--- config.mk ---
export PLATFORM = sky130hd
export DESIGN_NAME = nie_ram
export DESIGN_NICKNAME = d
export VERILOG_FILES = /design/src/hw/rtl/nie_ram.sv
export SDC_FILE = /design/constraint.sdc
export NUM_CORES = 1
export LEC_CHECK = 0
export BUFFER_PORTS_ARGS = -buffer_cell sky130_fd_sc_hd__buf_2
export CORE_MARGIN = 8
export CORE_UTILIZATION = 60
export CTS_CLUSTER_DIAMETER = 60
export DETAILED_ROUTE_END_ITERATION = 12
export GPL_TIMING_DRIVEN = 0
export PLACE_DENSITY = 0.78
export SLEW_MARGIN = 5
export SYNTH_ARGS = -nofsm -noshare
export SYNTH_HDL_FRONTEND = slang
export SYNTH_SLANG_ARGS = --single-unit
export TNS_END_PERCENT = 20
--- constraint.sdc ---
create_clock -name clock -period 5.8 [get_ports clock]
set_clock_uncertainty 0.1 [all_clocks]
set_input_delay 0.87 -clock clock [delete_from_list [all_inputs] [get_ports clock]]
set_output_delay 0.87 -clock clock [all_outputs]
set_load 0.005 [all_outputs]
--- src/hw/rtl/nie_ram.sv ---
// ----------------------------------------------------------------------------
// nie_ram
// Simple dual-port RAM, one write port, one registered read port.
// ----------------------------------------------------------------------------
module nie_ram #(
   parameter int WIDTH = 32,
   parameter int DEPTH = 16
) (
   input  logic                     clock,
   input  logic                     wr_en,
   input  logic [$clog2(DEPTH)-1:0] wr_addr,
   input  logic [WIDTH-1:0]         wr_data,
   input  logic [$clog2(DEPTH)-1:0] rd_addr,
   output logic [WIDTH-1:0]         rd_data
);

   logic [WIDTH-1:0] mem [DEPTH];
   logic [WIDTH-1:0] rd_data_ff;

   always_ff @(posedge clock) begin
      if (wr_en) begin
         mem[wr_addr] <= wr_data;
      end
      rd_data_ff <= mem[rd_addr];
   end

   assign rd_data = rd_data_ff;

endmodule

==> key figures, run 1 <==
Floorplan
  • FP Rows: 66
  • Die Span X: about 200 microns
  • Initial Utilization: 61.0%
  • I/O Pins: 74
  • Die ar.: between 30000 and 40000 sq um
  • Area of the core: between 30000 and 40000 sq um
  • Die Height: 198 microns

Clock network
  • CTS root buffer: clkbuf_16
  • # clock sinks: 544
  • Worst skew pair latency: roughly 0.56 ns
  • TritonCTS clock tree: done
  • Clock Path Buffers: 3
  • H-tree Lvls: 2
  • Post-CTS sizing: 0
  • Post-CTS Setup Repair Bufs: 0
  • Clock slew at reported path FFs: 0.06 ns
  • TritonCTS Buffers: 52
  • Cts hold-fix bufs: 0

STA
  • Post-Route Setup TNS: 0 ns
  • Worst-margin pin slew: 0.969 ns
  • Crit path time final: 2.41 ns
  • Fmax: 415 MHz
  • Max-slew violations: 0
  • Hold Vio Cnt, Final: 0
  • Slew HR: 35.4%
  • Final setup margin: 3.39 ns
  • Setup violations, final: 0
  • RSZ-0062 raised after global routing: no
  • Fin crit share: ~42%

Worst setup path
  • CP Data Required Time: 5.94 ns
  • Reg-to-reg setup timing slack: 4.30 ns
  • Kind of critical path: in -> reg
  • Critical path arrival: 2.55 ns
  • CP startpoint kind: input port
  • Setup crit start: wr_addr[2]
  • Largest fanout on the critical path: 9
  • Reg-to-Reg Start: mem[3][21]
  • Worst setup EP type: register

Global route
  • GRT overflow: 0
  • Initial antenna violation count: 3
  • Total track usage: 23.0%
  • Global-route wire length before repair: 65.0 mm
  • Vias in the first global route: 10052
  • Largest net degree at the start of global routing: 23

Placed design
  • Final Wtd Congestion: between 0.7 and 0.8
  • Post-DP HPWL: 26.3 mm
  • IO Port Bufs: 71
  • Worst slack, placed: 2.84 ns

Route
  • DR vias/cell: 6.51
  • ANT nets after route: 0
  • DR vias: roughly 9600
  • Starting DRC count in detailed routing: 1202
  • Wirelength per Cell: about 30 microns
  • Final wirelength: 44.2 mm
  • Pre-antenna DRT Iters: 5
  • DR DRC count: 0

Logic synthesis
  • Yosys top cell by area: edfxtp_1
  • Netlist cell types: 18
  • Synth top area cells: edfxtp_1 77%, mux4_2 15%, dfxtp_1 3.2%, a22oi_1 2.4%, nand2_1 0.62%
  • #FFs+latches synth: ~540
  • Gate Count Post-Synth: 838
  • Share of the synthesized area in the top cell type: ~77%
  • Post-Syn Area per Cell: 23.7 sq um
  • Register area share after synthesis: 80.7%
  • Mapped cell area: 19900 sq um
  • Syn_nets: 880
  • Synth Warn #: 0

Power and ir drop
  • Total power: 8.26 mW
  • Leak Pwr: 7.47 nW
  • Cell Pwr Density: 358 nW/um^2
  • Max VDD drop: 0.254 mV

Run status
  • Status: complete, no violations

Final layout
  • Final nets: 1033
  • Area grow syn2layout: 16.1%
  • Share of cells above drive strength 1: between 30% and 40%

Min path
  • Hold WC Path Type: reg -> reg
  • Hold_sp: mem[15][29]

Flow run
  • Max Cap Violations: 0
## layer usage
layer  up-vias  routed length [microns]  track usage (%)
met5         -                       11                0
met3        99                     4020             4.11
met1      5065                    16900             30.9
li1       3891                        -                -
met4         2                     1260             8.08
met2       555                    22000             38.0
## sequential cells by signal (all words and copies together) (netlist names)
register  cells
rd_data      32
mem         512
## logic make-up (layout without fill, tap and decap cells)
kind of cell           after synthesis  count (layout)  synth area share, %
and+or+nand+nor                     59              59                 1.27
AOI/OAI and AO/OA                   64              64                 2.42
DFF                                544             544                 80.7
other                                0               2                    0
muxes                              128             128                 14.5
buffers and inverters               43             238                 1.12
## cells in the final DEF (no fill, tap or decap)
master,instances
nand2_1,33
clkinv_2,7
clkbuf_8,7
buf_4,17
nand2b_1,2
buf_8,1
mux4_2,128
buf_2,75
nor2_1,1
clkinvlp_4,1
nor2_4,12
or3b_2,1
edfxtp_1,512
nor3_2,4
clkbuf_1,31
diode_2,2
buf_6,11
buf_12,7
nand3_1,1
dfxtp_1,32
inv_6,2
buf_1,9
nand3b_1,2
a22oi_1,64
bufinv_16,6
clkbuf_16,53
nor2b_1,2
buf_16,5
and2_1,1
clkinv_1,6
## worst max-delay path: stages
cell and delay, ns:
buf_2 0.12, or3b_2 0.59, nor3_2 0.48, buf_6 0.25
buf_4 0.23
## final timing paths
kind / endpoint / cells after the start
hold / removal: rd_data[29] / 3
setup / recovery: mem[0][2] / 5
hold reg to reg: rd_data[29] / 3
setup reg to reg: rd_data[21] / 3
## layout make-up
| type | instances | area, sq um |
|---|---|---|
| Clock inverter | 22 | 263 |
| Buffer | 43 | 223 |
| Timing Repair Buffer | 99 | 795 |
| Tap cell | 442 | 553 |
| Fill cell | 1849 | 9480 |
| Sequential cell | 544 | 16000 |
| Clock buffer | 74 | 1480 |
| Multi-Input combinational cell | 251 | 3730 |
| Antenna cell | 2 | 5.00 |
## where the power goes
group	switching, mW	internal, mW	total, mW
Combinational	0.240	0.166	0.406
Sequential	0.0245	4.39	4.42
Clock	1.40	2.04	3.43
## per-stage QoR
| step | hold slack [ns] | utilization [%] | instance area [sq um] | instances |
|---|---|---|---|---|
| after floorplan | 0.535 | - | 19900 | 838 |
| after global placement | 0.550 | 63.8 | 20800 | 1351 |
| after detailed placement | 0.560 | 65.5 | 21300 | 1379 |
| after CTS | 0.562 | 70.8 | 23000 | 1475 |
| after global routing | 0.576 | 70.9 | 23100 | 1477 |
| final | 0.576 | 70.9 | 23100 | 1477 |
## synth_stat cells, drive strengths merged
cell	instances
mux4	128
nor2	13
nor2b	2
and2	1
nand3	1
edfxtp	512
clkbuf	17
nand2b	2
nand2	33
dfxtp	32
a22oi	64
buf	26
nand3b	2
or3b	1
nor3	4
Power figures use the tool's default switching activity.
==> inputs of run 2 (changes only) <==
==> constraint.sdc (replaced) <==
create_clock -name clock -period 2.4 [get_ports clock]
set_clock_uncertainty 0.1 [all_clocks]
set_input_delay 0.36 -clock clock [delete_from_list [all_inputs] [get_ports clock]]
set_output_delay 0.36 -clock clock [all_outputs]
set_load 0.005 [all_outputs]
==> run 2 against run 1 <==
  * Power is 140% higher
  * Global-route usage grew 0.16 points
  * Register-to-register slack lost 3.4 ns
  * Wire length rose by 0.62%
  * Design area decreased by 0.32%
  * Die area unchanged
==> key figures, run 2 (synthesized netlist as in run 1, its figures left out) <==
Clock network
  • Post-CTS Setup Repair Bufs: 0
  • # clock sinks: between 500 and 600
  • Worst skew pair latency: roughly 0.56 ns
  • Clock Path Buffers: 3
  • H-tree Lvls: 2
  • CTS root buffer: clkbuf_16
  • Cts hold-fix bufs: 0
  • TritonCTS Buffers: 51
  • Post-CTS sizing: 0
  • TritonCTS clock tree: done
  • Clock slew at reported path FFs: 0.06 ns

Floorplan
  • I/O Pins: 74
  • Initial Utilization: 61.0%
  • Die Span X: 198 microns
  • FP Rows: 66
  • Die Height: 198 microns
  • Die ar.: roughly 39000 sq um
  • Area of the core: between 30000 and 40000 sq um

STA
  • Fin crit share: 90.9%
  • Final setup margin: about 0.22 ns
  • Max-slew violations: 0
  • Setup violations, final: 0
  • Crit path time final: around 2.2 ns
  • RSZ-0062 raised after global routing: no
  • Worst-margin pin slew: 0.961 ns
  • Hold Vio Cnt, Final: 0
  • Fmax: about 460 MHz
  • Slew HR: 35.6%

Final layout
  • Commonest non-fill, non-tap cell in the layout: edfxtp_1
  • Cell area after layout: 23000 sq um
  • Finished Layout Cells: between 1000 and 1500
  • Share of cells above drive strength 1: 31.7%
  • Final nets: 1027
  • Filler cell count: about 1900
  • Area occupied by multi-input gates: 3740 sq um
  • FF+latch area: 16000 sq um
  • Area grow syn2layout: 15.7%
  • Max reg flops: roughly 500
  • Most frequent cells in the layout: 512 x edfxtp_1, 128 x mux4_2, 75 x buf_2
  • Register name with the most flops: mem

Worst setup path
  • Worst Reg2Reg Path Length in Cells: 3
  • Worst R2R End: rd_data[16]
  • Worst setup EP type: register
  • CP startpoint kind: input port
  • Cells along the critical path: buf_2, nand3_1, nor3_2, buf_6, buf_4, buf_4
  • Reg-to-reg setup timing slack: 0.86 ns
  • Peak per-stage delay on the critical path: about 0.84 ns
  • Critical path arrival: 2.34 ns
  • Largest fanout on the critical path: 8
  • Crit path buffers/inverters: 4
  • CP top delay family: simple AND/OR/NAND/NOR gates
  • Reg-to-Reg Start: mem[3][16]
  • Kind of critical path: in -> reg
  • CP Data Required Time: 2.56 ns
  • CP most frequent cell: buf_4
  • Slowest CP cell: nor3_2

Route
  • Wirelength per Cell: 30.3 microns
  • DR vias/cell: 6.49
  • Pre-antenna DRT Iters: 5
  • ANT nets after route: 0
  • DR DRC count: 0
  • Starting DRC count in detailed routing: 1001
  • DR vias: 9531
  • Final wirelength: 44.5 mm

Min path
  • Hold WC Path Type: in -> reg
  • Hold-critical path depth: 1
  • Hold Path End: mem[11][17]
  • Hold_sp: wr_data[17]

Power and ir drop
  • Cell Pwr Density: 849 nW/um^2
  • Max VDD drop: around 0.59 mV
  • Leak Pwr: approximately 7.4 nW
  • Total power: 19.5 mW

Run status
  • Status: complete, no violations

Global route
  • Initial antenna violation count: 4
  • GRT overflow: 0
  • Vias in the first global route: 10146
  • Global-route wire length before repair: 65.6 mm
  • Total track usage: between 20% and 30%
  • Largest net degree at the start of global routing: 25

Placed design
  • Post-DP HPWL: 26.2 mm
  • IO Port Bufs: 71
  • Final Wtd Congestion: 0.702
  • Worst slack, placed: -0.340 ns
  • Cells after DPL: 1374
  • Cell Area, Placed: around 21000 sq um

Flow run
  • Max Cap Violations: 0
==> run 2: power breakdown <==
part	leakage, nW	switching [mW]	internal (mW)
clock	0.793	3.27	4.57
combinational	1.73	0.581	0.404
sequential	4.89	0.0613	10.6
total	7.42	3.91	15.6
==> run 2: worst max path at each step <==
stage / from / end / slack [ns] / cells after the start
6_report: wr_en / mem[12][29] / 0.22 / 6
5_1_grt: wr_addr[2] / mem[12][23] / 0.13 / 6
4_1_cts: wr_en / mem[12][29] / 0.21 / 6
3_5_place_dp: wr_en / mem[12][27] / -0.34 / 6
3_3_place_gp: wr_en / mem[12][2] / -3.33 / 3
2_1_floorplan: wr_en / mem[12][0] / -0.86 / 2
==> run 2: worst reg2reg max path, stage by stage, from the launching register on <==
cell and delay [ns]:
edfxtp_1 0.39, mux4_2 0.51, a22oi_1 0.23, nand2_1 0.16
==> run 2: cell type report <==
type	count	share of cell area, %
buffer	43	0.969
sequential	544	69.7
clock buffer	74	6.24
clock inverter	19	0.828
antenna	2	0.0218
multi-input combinational	251	16.3
timing repair buffer	94	3.54
tap	442	2.41
==> run 2: per-stage QoR <==
stage          setup TNS [ns]  util, %  hold slack [ns]
3_3_place_gp          -900.69     63.9            0.547
5_1_grt                     0     70.6           0.0563
6_report                    0     70.6           0.0689
2_1_floorplan          -82.50        -            0.359
3_5_place_dp            -8.48     65.6            0.559
4_1_cts                     0     70.6           0.0432
==> run 2: per-layer routing <==
| layer | track usage (%) | wire length, microns |
|---|---|---|
| met1 | 30.3 | 16500 |
| met2 | 38.7 | 22600 |
| met3 | 4.86 | 4090 |
| met4 | 7.88 | 1300 |
| met5 | 0 | 42 |
==> inputs of run 3 (changes only) <==
--- a/config.mk
+++ b/config.mk
@@ -12,6 +12,7 @@
 export DETAILED_ROUTE_END_ITERATION = 12
 export GPL_TIMING_DRIVEN = 0
 export PLACE_DENSITY = 0.78
+export RECOVER_POWER = 25
 export SLEW_MARGIN = 5
 export SYNTH_ARGS = -nofsm -noshare
 export SYNTH_HDL_FRONTEND = slang
==> run 3 against run 2 <==
  * Clock power is essentially flat
  * Wire length is 0.10% lower
  * Largest power group unchanged
  * Sequential power is essentially flat
  * Die area did not move
  * Design area is 0.13% lower
  * Sequential cell count did not move
  * Via count is 0.34% lower
  * Core utilization down 0.088 points
==> key figures, run 3 (synthesized netlist as in run 1, its figures left out) <==
Power and ir drop
  • Leak Pwr: 7.35 nW
  • Max VDD drop: 0.591 mV
  • Total power: 19.5 mW
  • Cell Pwr Density: approximately 850 nW/um^2

Clock network
  • # clock sinks: 544
  • Cts hold-fix bufs: 0
  • Clock slew at reported path FFs: 0.06 ns
  • TritonCTS clock tree: done
  • Worst skew pair latency: 0.56 ns
  • Post-CTS Setup Repair Bufs: 0
  • CTS root buffer: clkbuf_16
  • Post-CTS sizing: 0
  • Clock Path Buffers: 3
  • H-tree Lvls: 2
  • TritonCTS Buffers: 51

Worst setup path
  • Critical path arrival: between 2 and 2.5 ns
  • CP most frequent cell: buf_4
  • Kind of critical path: in -> reg
  • Peak per-stage delay on the critical path: 0.83 ns
  • CP startpoint kind: input port
  • Largest fanout on the critical path: 8
  • Worst setup EP type: register
  • CP top delay family: simple AND/OR/NAND/NOR gates
  • Crit path buffers/inverters: 4
  • CP Data Required Time: 2.56 ns
  • Cells along the critical path: buf_2, nand3_1, nor3_2, buf_6, buf_4, buf_4
  • Slowest CP cell: nor3_2

STA
  • Worst-margin pin slew: 0.945 ns
  • Crit path time final: around 2.2 ns
  • Setup violations, final: 0
  • Final setup margin: 0.232 ns
  • Max-slew violations: 0
  • RSZ-0062 raised after global routing: no
  • Fin crit share: about nine tenths
  • Slew HR: 36.6%
  • Fmax: 461 MHz
  • Hold Vio Cnt, Final: 0

Final layout
  • Share of cells above drive strength 1: between 20% and 30%
  • Fin util: 70.5%
  • Filler cell count: roughly 1900
  • FF+latch area: 16000 sq um
  • Most frequent cells in the layout: 512 x edfxtp_1, 128 x mux4_2, 64 x a22oi_1
  • Register name with the most flops: mem
  • Finished Layout Cells: 1469
  • Final nets: 1027
  • Max reg flops: about 500
  • Area grow syn2layout: 15.6%
  • Cell area after layout: between 20000 and 25000 sq um
  • Commonest non-fill, non-tap cell in the layout: edfxtp_1
  • Area occupied by multi-input gates: 3740 sq um

Placed design
  • Cells after DPL: 1374
  • IO Port Bufs: 71
  • Post-DP HPWL: about 26 mm
  • Final Wtd Congestion: around 0.70
  • Cell Area, Placed: 21400 sq um
  • Worst slack, placed: -0.340 ns

Run status
  • Status: complete, no violations

Min path
  • Hold WC Path Type: in -> reg

Global route
  • GRT busiest layer: met2
  • Largest net degree at the start of global routing: 25
  • Vias in the first global route: 10146
  • Met3 usage: 4.86%
  • Total track usage: approximately 23%
  • Met2 Resource Use GR: 38.7%
  • Global-route wire length before repair: 65.6 mm
  • Initial antenna violation count: 3
  • GRT overflow: 0
  • Met1 Resource Use GR: a little under a third

Route
  • Wirelength per Cell: 30.3 microns
  • ANT nets after route: 0
  • DR vias/cell: 6.47
  • DR DRC count: 0
  • Starting DRC count in detailed routing: 949
  • Final wirelength: 44.4 mm
  • Pre-antenna DRT Iters: 7
  • DR vias: around 9500

Floorplan
  • Die Span X: 198 microns
  • Die ar.: 39200 sq um
  • Initial Utilization: 61.0%
  • I/O Pins: 74
  • Area of the core: approximately 33000 sq um
  • Die Height: 198 microns
  • FP Rows: 66

Flow run
  • Max Cap Violations: 0
-- run 3: worst paths after layout --
path | slack, ns | endpoint | from | cells after the start
hold / removal | 0.07 | mem[9][2] | wr_data[2] | 1
setup / recovery | 0.23 | mem[12][29] | wr_en | 6
hold reg to reg | 0.57 | rd_data[27] | mem[13][27] | 3
setup reg to reg | 0.85 | rd_data[16] | mem[3][16] | 3
-- run 3: worst register-to-register path, cell delays in order (launching register included) --
cell and delay [ns]:
edfxtp_1 0.39, mux4_2 0.50, a22oi_1 0.23, nand2_1 0.17
-- run 3: where the power goes --
part | switching, mW | internal [mW]
Combinational | 0.579 | 0.398
Clock | 3.28 | 4.57
Sequential | 0.0612 | 10.6
-- run 3: final cells by class --
type	count	share of cell area (%)
clock buffers	74	6.25
well taps	442	2.41
diodes	2	0.0218
clock inverters	19	0.829
multi-input cells	251	16.3
repair buffers	94	3.42
plain buffers	43	0.970
flip-flops and latches	544	69.8
-- run 3: per-layer routing --
layer | vias to the layer above | share of wire, % | wire length, microns
met5 | - | 0.061 | 27
met3 | 119 | 9.3 | 4130
li1 | 3871 | - | -
met2 | 561 | 51 | 22500
met4 | 4 | 3.1 | 1390
met1 | 4944 | 37 | 16500
-- run 3: per-stage QoR --
stage	hold slack [ns]	setup TNS (ns)
final	0.0722	0
after global routing	0.0800	0
after CTS	0.0432	0
after detailed placement	0.559	-8.48
after global placement	0.547	-900.69
after floorplan	0.359	-82.50
