**src/hw/rtl/nie_pkg.sv**
```systemverilog
// ----------------------------------------------------------------------------
// nie_pkg
// Types, codes and helpers of the Newton interpolation engine.
// ----------------------------------------------------------------------------
package nie_pkg;

   localparam int DATA_W = 32;
   localparam int DIFF_W = DATA_W + 1;
   localparam int MUL_W  = 2 * DIFF_W;
   localparam int OP_W   = 2;
   localparam int ST_W   = 3;

   localparam logic [OP_W-1:0] OP_CLEAR  = 2'd0;
   localparam logic [OP_W-1:0] OP_APPEND = 2'd1;
   localparam logic [OP_W-1:0] OP_EVAL   = 2'd2;

   localparam logic [ST_W-1:0] ST_OK     = 3'd0;
   localparam logic [ST_W-1:0] ST_FULL   = 3'd1;
   localparam logic [ST_W-1:0] ST_EMPTY  = 3'd2;
   localparam logic [ST_W-1:0] ST_REPEAT = 3'd3;
   localparam logic [ST_W-1:0] ST_SAT    = 3'd4;

   localparam logic signed [MUL_W-1:0] SAT_MAX = 66'sh7FFFFFFF;
   localparam logic signed [MUL_W-1:0] SAT_MIN = -66'sh80000000;

   typedef struct packed {
      logic                     start;
      logic signed [DIFF_W-1:0] num;
      logic signed [DIFF_W-1:0] den;
   } div_req_type;

   typedef struct packed {
      logic                     done;
      logic                     sat;
      logic signed [DATA_W-1:0] quot;
   } div_rsp_type;

   typedef struct packed {
      logic                     sat;
      logic signed [DATA_W-1:0] val;
   } sat_type;

   function automatic sat_type sat32(input logic signed [MUL_W-1:0] v);
      sat_type r;
      r.sat = 1'b0;
      r.val = v[DATA_W-1:0];
      if (v > SAT_MAX) begin
         r.sat = 1'b1;
         r.val = SAT_MAX[DATA_W-1:0];
      end else if (v < SAT_MIN) begin
         r.sat = 1'b1;
         r.val = SAT_MIN[DATA_W-1:0];
      end
      return r;
   endfunction

endpackage

```
**src/hw/rtl/nie_div.sv**
```systemverilog
// ----------------------------------------------------------------------------
// nie_div
// Serial signed divider, one quotient bit per cycle, truncating, saturating.
// ----------------------------------------------------------------------------
module nie_div #(
   parameter int FRAC_BITS = 16
) (
   input  logic                 clock,
   input  logic                 reset,
   input  nie_pkg::div_req_type div_req,
   output nie_pkg::div_rsp_type div_rsp
);
   import nie_pkg::*;

   localparam int DW     = DIFF_W + FRAC_BITS;
   localparam int STEP_W = $clog2(DW);

   logic              busy_ff, done_ff;
   logic [STEP_W-1:0] step_ff;
   logic [DW-1:0]     dvd_ff, quo_ff;
   logic [DIFF_W:0]   rem_ff;
   logic [DIFF_W-1:0] dsr_ff;
   logic              neg_ff;

   logic [DIFF_W-1:0] num_mag, den_mag;
   logic [DIFF_W:0]   trial, diff;
   logic              fits, last;

   assign num_mag = div_req.num[DIFF_W-1] ? DIFF_W'(-div_req.num) : DIFF_W'(div_req.num);
   assign den_mag = div_req.den[DIFF_W-1] ? DIFF_W'(-div_req.den) : DIFF_W'(div_req.den);
   assign trial   = {rem_ff[DIFF_W-1:0], dvd_ff[DW-1]};
   assign fits    = trial >= {1'b0, dsr_ff};
   assign diff    = trial - {1'b0, dsr_ff};
   assign last    = step_ff == STEP_W'(DW - 1);

   always_ff @(posedge clock) begin
      if (reset) begin
         busy_ff <= 1'b0;
         done_ff <= 1'b0;
      end else begin
         done_ff <= busy_ff & last;
         if (div_req.start) begin
            busy_ff <= 1'b1;
         end else if (last) begin
            busy_ff <= 1'b0;
         end
      end
   end

   always_ff @(posedge clock) begin
      if (div_req.start) begin
         dvd_ff  <= {num_mag, FRAC_BITS'(0)};
         rem_ff  <= '0;
         quo_ff  <= '0;
         dsr_ff  <= den_mag;
         step_ff <= '0;
         neg_ff  <= div_req.num[DIFF_W-1] ^ div_req.den[DIFF_W-1];
      end else if (busy_ff) begin
         rem_ff  <= fits ? diff : trial;
         quo_ff  <= {quo_ff[DW-2:0], fits};
         dvd_ff  <= dvd_ff << 1;
         step_ff <= step_ff + STEP_W'(1);
      end
   end

   always_comb begin
      div_rsp.done = done_ff;
      div_rsp.sat  = 1'b0;
      div_rsp.quot = DATA_W'(quo_ff[DATA_W-1:0]);
      if (neg_ff) begin
         if (quo_ff > DW'(32'h8000_0000)) begin
            div_rsp.sat  = 1'b1;
            div_rsp.quot = SAT_MIN[DATA_W-1:0];
         end else begin
            div_rsp.quot = ~quo_ff[DATA_W-1:0] + DATA_W'(1);
         end
      end else if (quo_ff > DW'(32'h7FFF_FFFF)) begin
         div_rsp.sat  = 1'b1;
         div_rsp.quot = SAT_MAX[DATA_W-1:0];
      end
   end

endmodule

```
**config.mk**
```make
export PLATFORM = sky130hd
export DESIGN_NAME = nie_div
export DESIGN_NICKNAME = d
export VERILOG_FILES = /design/src/hw/rtl/nie_pkg.sv /design/src/hw/rtl/nie_div.sv
export SDC_FILE = /design/constraint.sdc
export NUM_CORES = 1
export LEC_CHECK = 0
export BUFFER_PORTS_ARGS = -buffer_cell sky130_fd_sc_hd__buf_2
export CAP_MARGIN = 20
export CORE_MARGIN = 2
export CORE_UTILIZATION = 55
export DETAILED_ROUTE_END_ITERATION = 8
export GPL_TIMING_DRIVEN = 0
export PLACE_DENSITY = 0.77
export SETUP_SLACK_MARGIN = 0.4
export SLEW_MARGIN = 10
export SYNTH_ARGS = -nofsm -noshare
export SYNTH_HDL_FRONTEND = slang
export SYNTH_SLANG_ARGS = --single-unit
```
**constraint.sdc**
```tcl
create_clock -name clock -period 3.3 [get_ports clock]
set_input_delay 0 -clock clock [delete_from_list [all_inputs] [get_ports clock]]
set_output_delay 0 -clock clock [all_outputs]
set_load 0.05 [all_outputs]
```
==> results.toml, run 1 <==
[final_layout]
final_cell_mix = "nor2_1, dfxtp_1, nand2_1"
drive_gt1_frac = 0.244
antennaDiodeCount = 0
nNetsFinal = 1527
finalInstanceArea_um2 = 14100
final-instance-count-excl-fill = 1665
syn2layout_area_growth_pct = 36.8
final_common_cell = "nor2_1"
final_util = 0.761

[synth]
yosys.area_share.adder = 0.0493
synthCells = 1194
ys_seq_area_frac = 0.370
ys_ff_latch = 157
synth_top_area_share = 0.195
synth_edf_count = 67
synth_top_family_by_area = "compound AO/OA/AOI/OAI gates"
synth_mux_area_frac = 0.0653
synthArstFlopShare = 0
synth_area_leaders = "edfxtp_1, dfxtp_1, mux2i_1, nor2_1, ha_1"
yosys_most_used_dff = "dfxtp_1"
synth_fp_nets = 1303
yosys_warnings = 0
synth.distinct_cells = 67
yosys.area.top_type = "edfxtp_1"
avgSynthCellArea_um2 = 8.62
synth_xor_area_frac = 0.0791
syn_area_um2 = 10300
synth-simple-area-share = 0.190
synth_compound_area_frac = 0.194

[setup_path]
critPathRequiredTime_ns = 3.30
reg2reg_depth = 14
crit_type = "reg2out"
cp_max_fo = 5
r2r-start = "dvd_ff[48]$_DFFE_PP_"
cp-end-kind = "primary output"
critPathLaunchType = "register"
arrival_ns = 3.89
critPathLaunch = "quo_ff[14]$_SDFFE_PP0P_"

[sta]
slew_viol_final = 0
setup_ws_ns = -0.595
setup_viol = 33
layout_worst_path_cycle_share = 1.18
worst_pin_slew_ns = 1.02
maxSlewHeadroom = 0.317
maxClockFrequency_mhz = 257
rsz0062_at_grt = "yes"
final.min_clock_period_ns = 3.89
skew_ns = 0.0141
hold_violations = 0

[run_status]
status = "complete, but fails checks"
violations = "negative setup slack"

[floorplanning]
io_pins = 103
core_area_um2 = 18500
dieArea_um2 = 19800
initial_core_util = 0.556
die_w_um = 141
die_h_um = 141
rows = 50

[detailed_routing]
drt_wl_total_mm = 30.4
dr.pass1.iters = 5
vias_per_cell = 6.10
drt_iter0_markers = 869
ant_nets = 0
drc_errors = 0
wire_per_inst_um = 18.3
num_vias = 10161

[global_routing]
antenna_found_initial = 0
grt_pass1_vias = 9757
grt_max_degree = 36
grt_pass1_wl_mm = 47.5
track_usage = 0.294
overflow = 0

[cts]
insertion_delay_ns = 0.44
cts.sinks = 157
cts_tree = "yes"
cts_buffers = 17
path_clk_slew_ns = 0.07
root_buffer = "clkbuf_16"
cts_max_level = 4
clockBufferDepth = 2

[placement]
dpl.hpwl_mm = 19.4
post-place-cells = 1531
portBuffers = 102
post_dp_cell_area_um2 = 11700
dp_slack_ns = -0.375
gp_congestion = 0.890

[hold_path]
hold_depth = 3
worstHoldStart = "div_req[10]"
hp-class = "in2reg"

[power_and_ir_drop]
leakage_nw = 5.76
max-vdd-ir-drop_v = 0.000445
p_per_area_nw_per_um2 = 393

[run]
cap_violations = 0
## Yosys cell counts, drive strengths merged, types with 10 or more instances
master / instances
nand2b: 16
nor3: 26
o41ai: 10
edfxtp: 67
a21oi: 83
nand4: 17
or3: 23
nor2: 143
nand2: 84
dfxtp: 90
o31ai: 18
a211oi: 22
ha: 39
nand3: 18
buf: 14
inv: 59
clkbuf: 58
a21o: 14
nor4: 16
xor2: 46
xnor2: 47
o21ai: 77
or4: 16
o311ai: 17
and3: 13
mux2i: 66
## kinds of logic (layout without fill, tap and decap cells)
kind of cell             count (synthesis)  in the layout
AND/OR/NAND/NOR                        401            401
AO/OA/AOI/OAI                          305            305
flip-flops                             157            157
buffers and inverters                  131            368
XOR/XNOR                                93             93
multiplexers                            67             67
adder cells (fa/ha/maj)                 40             40
## registers in the layout, indices dropped and copies added, names as in the netlist
register,flops
busy_ff,1
done_ff,1
neg_ff,1
step_ff,6
rem_ff,33
quo_ff,49
dvd_ff,33
dsr_ff,33
## stage by stage
stage	hold slack [ns]	total power, mW	setup TNS [ns]
floorplan	0.0724	3.03	0
global placement	0.222	3.29	-4.90
detailed placement	0.227	3.32	-6.20
CTS	0.0000254	5.47	-8.30
global route	0.0209	5.76	-15.44
finish	0.00674	5.53	-12.71
## path summary, 6_finish.rpt
kind	to	slack (ns)
worst max register to register	rem_ff[0]$_SDFFE_PP0P_	0.06
worst min register to register	rem_ff[19]$_SDFFE_PP0P_	0.48
worst max-delay path	div_rsp[27]	-0.59
worst min-delay path	dsr_ff[11]$_DFFE_PP_	0.007
## report_power, final
part | total [mW] | leakage [nW] | internal (mW) | switching (mW)
Clock | 2.01 | 0.301 | 1.17 | 0.846
Sequential | 2.22 | 1.39 | 2.16 | 0.0589
Combinational | 1.30 | 4.07 | 0.543 | 0.754
Total | 5.53 | 5.76 | 3.87 | 1.66
## layout make-up
type / instances / area, µm²
repair buffers: 205 / 1810
flip-flops and latches: 157 / 3820
clock inverters: 12 / 118
inverters: 59 / 221
fillers: 1264 / 4430
well taps: 234 / 293
plain buffers: 72 / 444
multi-input cells: 906 / 6890
clock buffers: 20 / 489
## repair_timing
| action | in CTS | in global routing |
|---|---|---|
| hold endpoints to repair | 53 | 0 |
| setup endpoints to repair | 67 | 74 |
| gates cloned | 3 | 1 |
| setup buffers | 34 | 9 |
| hold buffers | 55 | 0 |
| resized for setup | 147 | 54 |
| pin swaps | 31 | 34 |
## per-layer routing
layer,global-route usage,up-vias,share of wire
met2,0.511,419,0.49
met5,0,-,0
met1,0.373,4838,0.41
met4,0.101,0,0.029
met3,0.0489,88,0.064
li1,-,4816,-
## critical path, stage by stage (launching register included)
cell	delay, ns
dfxtp_1	0.31
buf_6	0.11
or4_4	0.52
or3_4	0.36
or4_4	0.45
or4_4	0.44
or2_1	0.25
buf_6	0.13
or4b_4	0.52
a21oi_4	0.15
a21oi_4	0.04
buf_6	0.18
Note: power is estimated with default switching activity, not from simulation.
==> run 2, diff against run 1 <==
SKIP_LAST_GASP = 1   (was not set)
==> run 2 against run 1 <==
Against the previous run:
- the flow still finishes with violations (negative setup slack)
- wire length shrank 1.7%
- sequential cell count is the same
- maximum frequency grew 0.30%
- total power shrank 0.58%
- worst hold slack lost 0.0012 ns
- clock-buffer cell count is the same
- sequential power is essentially flat
==> results.toml, run 2 (synthesis results as in run 1) <==
[run_status]
violations = "negative setup slack"
status = "complete, but fails checks"

[detailed_routing]
vias_per_cell = 6.07
ant_nets = 0
drc_errors = 0
drt_wl_total_mm = 29.9
drt_iter0_markers = 832
num_vias = 10116
wire_per_inst_um = 17.9
dr.pass1.iters = 8

[cts]
path_clk_slew_ns = 0.06
cts_max_level = 4
cts_tree = "yes"
cts.sinks = 157
cts_buffers = 17
insertion_delay_ns = 0.43
clockBufferDepth = 2
root_buffer = "clkbuf_16"

[sta]
layout_worst_path_cycle_share = 1.18
final.min_clock_period_ns = 3.88
maxClockFrequency_mhz = 258
skew_ns = 0.0122
maxSlewHeadroom = 0.331
hold_slack_ns = 0.00555
totalNegativeSetupSlack_ns = -11.75
rsz0062_at_grt = "yes"
setup_ws_ns = -0.583
setup_viol = 33
hold_violations = 0
slew_viol_final = 0
worst_pin_slew_ns = 1.00

[final_layout]
final_common_cell = "nor2_1"
regMostFlops = "quo_ff"
antennaDiodeCount = 0
nNetsFinal = 1529
syn2layout_area_growth_pct = 36.0
drive_gt1_frac = 0.237
largest_register_ffs = 49
final_cell_mix = "nor2_1, dfxtp_1, nand2_1"
final_util = 0.756

[run]
cap_violations = 0

[setup_path]
arrival_ns = 3.88
critPathRequiredTime_ns = 3.30
r2r-start = "dvd_ff[48]$_DFFE_PP_"
r2r_end = "rem_ff[0]$_SDFFE_PP0P_"
reg2reg_depth = 14
ff2ff_setup_slack_ns = 0.05
cp_max_fo = 5
cp-end-kind = "primary output"
critPathLaunchType = "register"
crit_type = "reg2out"

[power_and_ir_drop]
max-vdd-ir-drop_v = 0.000438
leakage_nw = 5.75
p_per_area_nw_per_um2 = 393
p_total_mw = 5.50

[floorplanning]
die_w_um = 141
rows = 50
io_pins = 103
initial_core_util = 0.556
die_h_um = 141
core_area_um2 = 18500
dieArea_um2 = 19800

[hold_path]
hp-class = "in2reg"
worstHoldStart = "div_req[10]"
hold_depth = 3
whs_endpoint = "dsr_ff[12]$_DFFE_PP_"

[global_routing]
overflow = 0
grt_pass1_vias = 9644
grt_max_degree = 36
track_usage = 0.292
antenna_found_initial = 0
grt_pass1_wl_mm = 47.1

[placement]
gp_congestion = 0.890
portBuffers = 102
dpl.hpwl_mm = 19.4
==> run 2: changes by cell type in the layout (fill, tap and decap cells not counted), moves of 3 or more <==
cell      delta
a211oi_1     +3
a211oi_2     -3
a21oi_1      +3
a21oi_2      -3
mux2i_1      +3
==> run 2: final cells by class <==
cell class              instances  area (µm²)
clock buffers                  20         489
well taps                     234         293
flip-flops and latches        157        3820
plain buffers                  72         445
clock inverters                12         118
fillers                      1308        4520
inverters                      59         221
multi-input cells             906        6810
repair buffers                207        1810
==> run 2: worst max-delay path by stage <==
stage	startpoint	slack (ns)	cells past startpoint	endpoint
2_1_floorplan	quo_ff[14]$_SDFFE_PP0P_	0.02	10	div_rsp[27]
4_1_cts	quo_ff[14]$_SDFFE_PP0P_	-0.60	11	div_rsp[27]
5_1_grt	quo_ff[14]$_SDFFE_PP0P_	-0.66	11	div_rsp[27]
6_report	quo_ff[14]$_SDFFE_PP0P_	-0.58	11	div_rsp[27]
3_5_place_dp	quo_ff[0]$_SDFFE_PP0P_	-0.38	12	div_rsp[26]
3_3_place_gp	quo_ff[0]$_SDFFE_PP0P_	-0.35	12	div_rsp[26]
==> run 2: routing by layer <==
metal | GRT usage | wire length (µm) | part of all wire | up-vias
met5 | 0 | 0 | 0 | -
met4 | 0.0884 | 750 | 0.025 | 0
met3 | 0.0414 | 1760 | 0.059 | 68
met2 | 0.510 | 14700 | 0.49 | 414
met1 | 0.377 | 12700 | 0.42 | 4815
li1 | - | - | - | 4819
==> run 2: through the flow <==
stage               instances  setup WS, ns  area [µm²]
floorplan                1194        0.0179       10900
global placement         1530        -0.347       11700
detailed placement       1531        -0.375       11700
CTS                      1655        -0.604       13700
global route             1667        -0.663       14000
finish                   1667        -0.583       14000
==> run 2: what timing repair did <==
item	CTS	global route
cloned	3	0
setup endpoints to repair	67	74
pin swaps	28	30
endpoints found under the hold margin	53	0
setup buffers	34	12
hold buffers	55	0
resized for setup	133	54
==> run 2: report_power, final <==
group	total, mW	switching [mW]	leakage, nW	internal (mW)
logic	1.27	0.737	4.06	0.538
registers	2.22	0.0573	1.39	2.17
clock network	2.00	0.838	0.301	1.17
==> run 2: worst max-delay path, stage by stage (launching register included) <==
cell and delay [ns]:
dfxtp_1 0.31, buf_6 0.11, or4_4 0.52, or3_4 0.36
or4_4 0.45, or4_4 0.44, or2_1 0.25, buf_6 0.13
or4b_4 0.52, a21oi_4 0.15, a21oi_4 0.04, buf_6 0.18
==> run 3, diff against run 2 <==
--- a/config.mk
+++ b/config.mk
@@ -10,6 +10,6 @@
 export CORE_MARGIN = 2
-export CORE_UTILIZATION = 55
+export CORE_UTILIZATION = 45
 export DETAILED_ROUTE_END_ITERATION = 8
 export GPL_TIMING_DRIVEN = 0
-export PLACE_DENSITY = 0.77
+export PLACE_DENSITY = 0.65
 export SETUP_SLACK_MARGIN = 0.4
--- a/constraint.sdc
+++ b/constraint.sdc
@@ -3,2 +3,2 @@
 set_output_delay 0 -clock clock [all_outputs]
-set_load 0.05 [all_outputs]
+set_load 0.02 [all_outputs]
==> run 3 against run 2 <==
Against the previous run:
- largest power group unchanged
- highest routed layer unchanged
- total power is 2.8% lower
- critical path depth is 1 higher
- the run still ends with negative setup slack left
- via count is 4.2% lower
- clock power is 3% lower
- sequential power hardly changed
==> results.toml, run 3 (synthesis results as in run 1) <==
[placement]
portBuffers = 102
dpl.hpwl_mm = 19.5
post_dp_cell_area_um2 = 11500
dp_slack_ns = -0.179
post-place-cells = 1582
gp_congestion = 0.920

[floorplanning]
initial_core_util = 0.456
rows = 55
core_area_um2 = 22600
dieArea_um2 = 24100
io_pins = 103
die_w_um = 155
die_h_um = 155

[setup_path]
critPathRequiredTime_ns = 3.30
path_cells = "buf_6 -> or4_4 -> or3_4 -> buf_6 -> or4_4 -> o41ai_4 -> buf_4 -> nand2_4 -> or4_4 -> o31ai_2 -> a221o_1 -> buf_6"
crit_buf_inv = 4
cp_top_family = "simple AND/OR/NAND/NOR gates"
arrival_ns = 3.85
cp_slowest_stage_delay_ns = 0.54
crit_type = "reg2out"
cp-end-kind = "primary output"
cp_slowest_cell = "or4_4"
cp_max_fo = 4
critPathLaunchType = "register"

[power_and_ir_drop]
power_frac_seq = 0.415
power_frac_clock = 0.361
p_total_mw = 5.35
combPwrFrac = 0.223
max-vdd-ir-drop_v = 0.000354
leakage_nw = 5.63
p_sw_mw = 1.57
p_per_area_nw_per_um2 = 390
internal_power_mw = 3.77
swShare = 0.294

[run_status]
violations = "negative setup slack"
status = "complete, but fails checks"

[sta]
setup_viol = 33
slew_viol_final = 0
maxClockFrequency_mhz = 260
rsz0062_at_grt = "yes"
maxSlewHeadroom = 0.338
final.min_clock_period_ns = 3.85
hold_slack_ns = 0.0119
worst_pin_slew_ns = 0.989
skew_ns = 0.00858
totalNegativeSetupSlack_ns = -12.60
layout_worst_path_cycle_share = 1.17
hold_violations = 0
setup_ws_ns = -0.546

[cts]
insertion_delay_ns = 0.43
root_buffer = "clkbuf_16"
cts_max_level = 4
cts_tree = "yes"
clockBufferDepth = 2
path_clk_slew_ns = 0.06
cts_buffers = 17
cts.sinks = 157

[final_layout]
largest_register_ffs = 49
antennaDiodeCount = 0
final_common_cell = "nor2_1"
nNetsFinal = 1519
regMostFlops = "quo_ff"
syn2layout_area_growth_pct = 33.2
final_cell_mix = "nor2_1, dfxtp_1, a21oi_1"
final_util = 0.607
final-instance-count-excl-fill = 1708
finalInstanceArea_um2 = 13700
drive_gt1_frac = 0.226

[global_routing]
overflow = 0
antenna_found_initial = 0
track_usage = 0.230
grt_pass1_vias = 8982
grt_pass1_wl_mm = 44.6
grt_max_degree = 36

[detailed_routing]
drt_wl_total_mm = 28.3
dr.pass1.iters = 5
wire_per_inst_um = 16.6
drc_errors = 0
drt_iter0_markers = 580
vias_per_cell = 5.67
num_vias = 9687
ant_nets = 0

[hold_path]
hp-class = "in2reg"

[run]
cap_violations = 0
run 3: cell count changes in the layout (fill, tap and decap cells not counted), sizes merged:
cell           before  now
buf               167  161
clkdlybuf4s15       1    0
dlygate4sd3        55   51
inv                67   68
run 3: power groups by stage:
stage / Clock (mW) / Sequential [mW] / Combinational (mW)
2_1_floorplan: 0 / 2.24 / 0.743
3_3_place_gp: 0 / 2.26 / 1.00
3_5_place_dp: 0 / 2.26 / 1.02
4_1_cts: 1.98 / 2.22 / 1.13
5_1_grt: 2.05 / 2.23 / 1.32
6_report: 1.93 / 2.22 / 1.20
run 3: cell type report:
class,instances,area (µm²)
well taps,285,357
clock inverters,13,124
inverters,59,221
repair buffers,197,1650
flip-flops and latches,157,3820
clock buffers,19,454
plain buffers,72,432
multi-input cells,906,6660
fillers,1940,8860
run 3: final timing paths:
check                                              from                       to  slack, ns  cells past startpoint
worst max-delay path            quo_ff[14]$_SDFFE_PP0P_              div_rsp[26]      -0.55                     12
worst min register to register  rem_ff[22]$_SDFFE_PP0P_  rem_ff[22]$_SDFFE_PP0P_       0.47                      2
worst min-delay path                        div_req[49]     dvd_ff[32]$_DFFE_PP_       0.01                      3
worst max register to register      dsr_ff[0]$_DFFE_PP_   rem_ff[0]$_SDFFE_PP0P_       0.04                     13
run 3: per-layer routing:
| layer | share of wire | track usage | routed length (µm) | vias to the layer above |
|---|---|---|---|---|
| met5 | 0 | 0 | 0 | - |
| met4 | 0.019 | 0.0655 | 536 | 0 |
| met3 | 0.035 | 0.0298 | 1000 | 48 |
| met2 | 0.49 | 0.397 | 13900 | 237 |
| met1 | 0.46 | 0.302 | 12900 | 4594 |
| li1 | - | - | - | 4808 |
run 3: worst min-delay path, stage by stage:
cell and delay, ns:
buf_2 0.11, xor2_1 0.07, a21oi_1 0.13
run 3: timing repair:
action	CTS	global route
hold endpoints to repair	48	0
buffers inserted	26	11
hold buffers	51	0
gates resized for setup	102	86
endpoints found under the setup margin	67	76
pin swaps	32	29
gates cloned	6	0
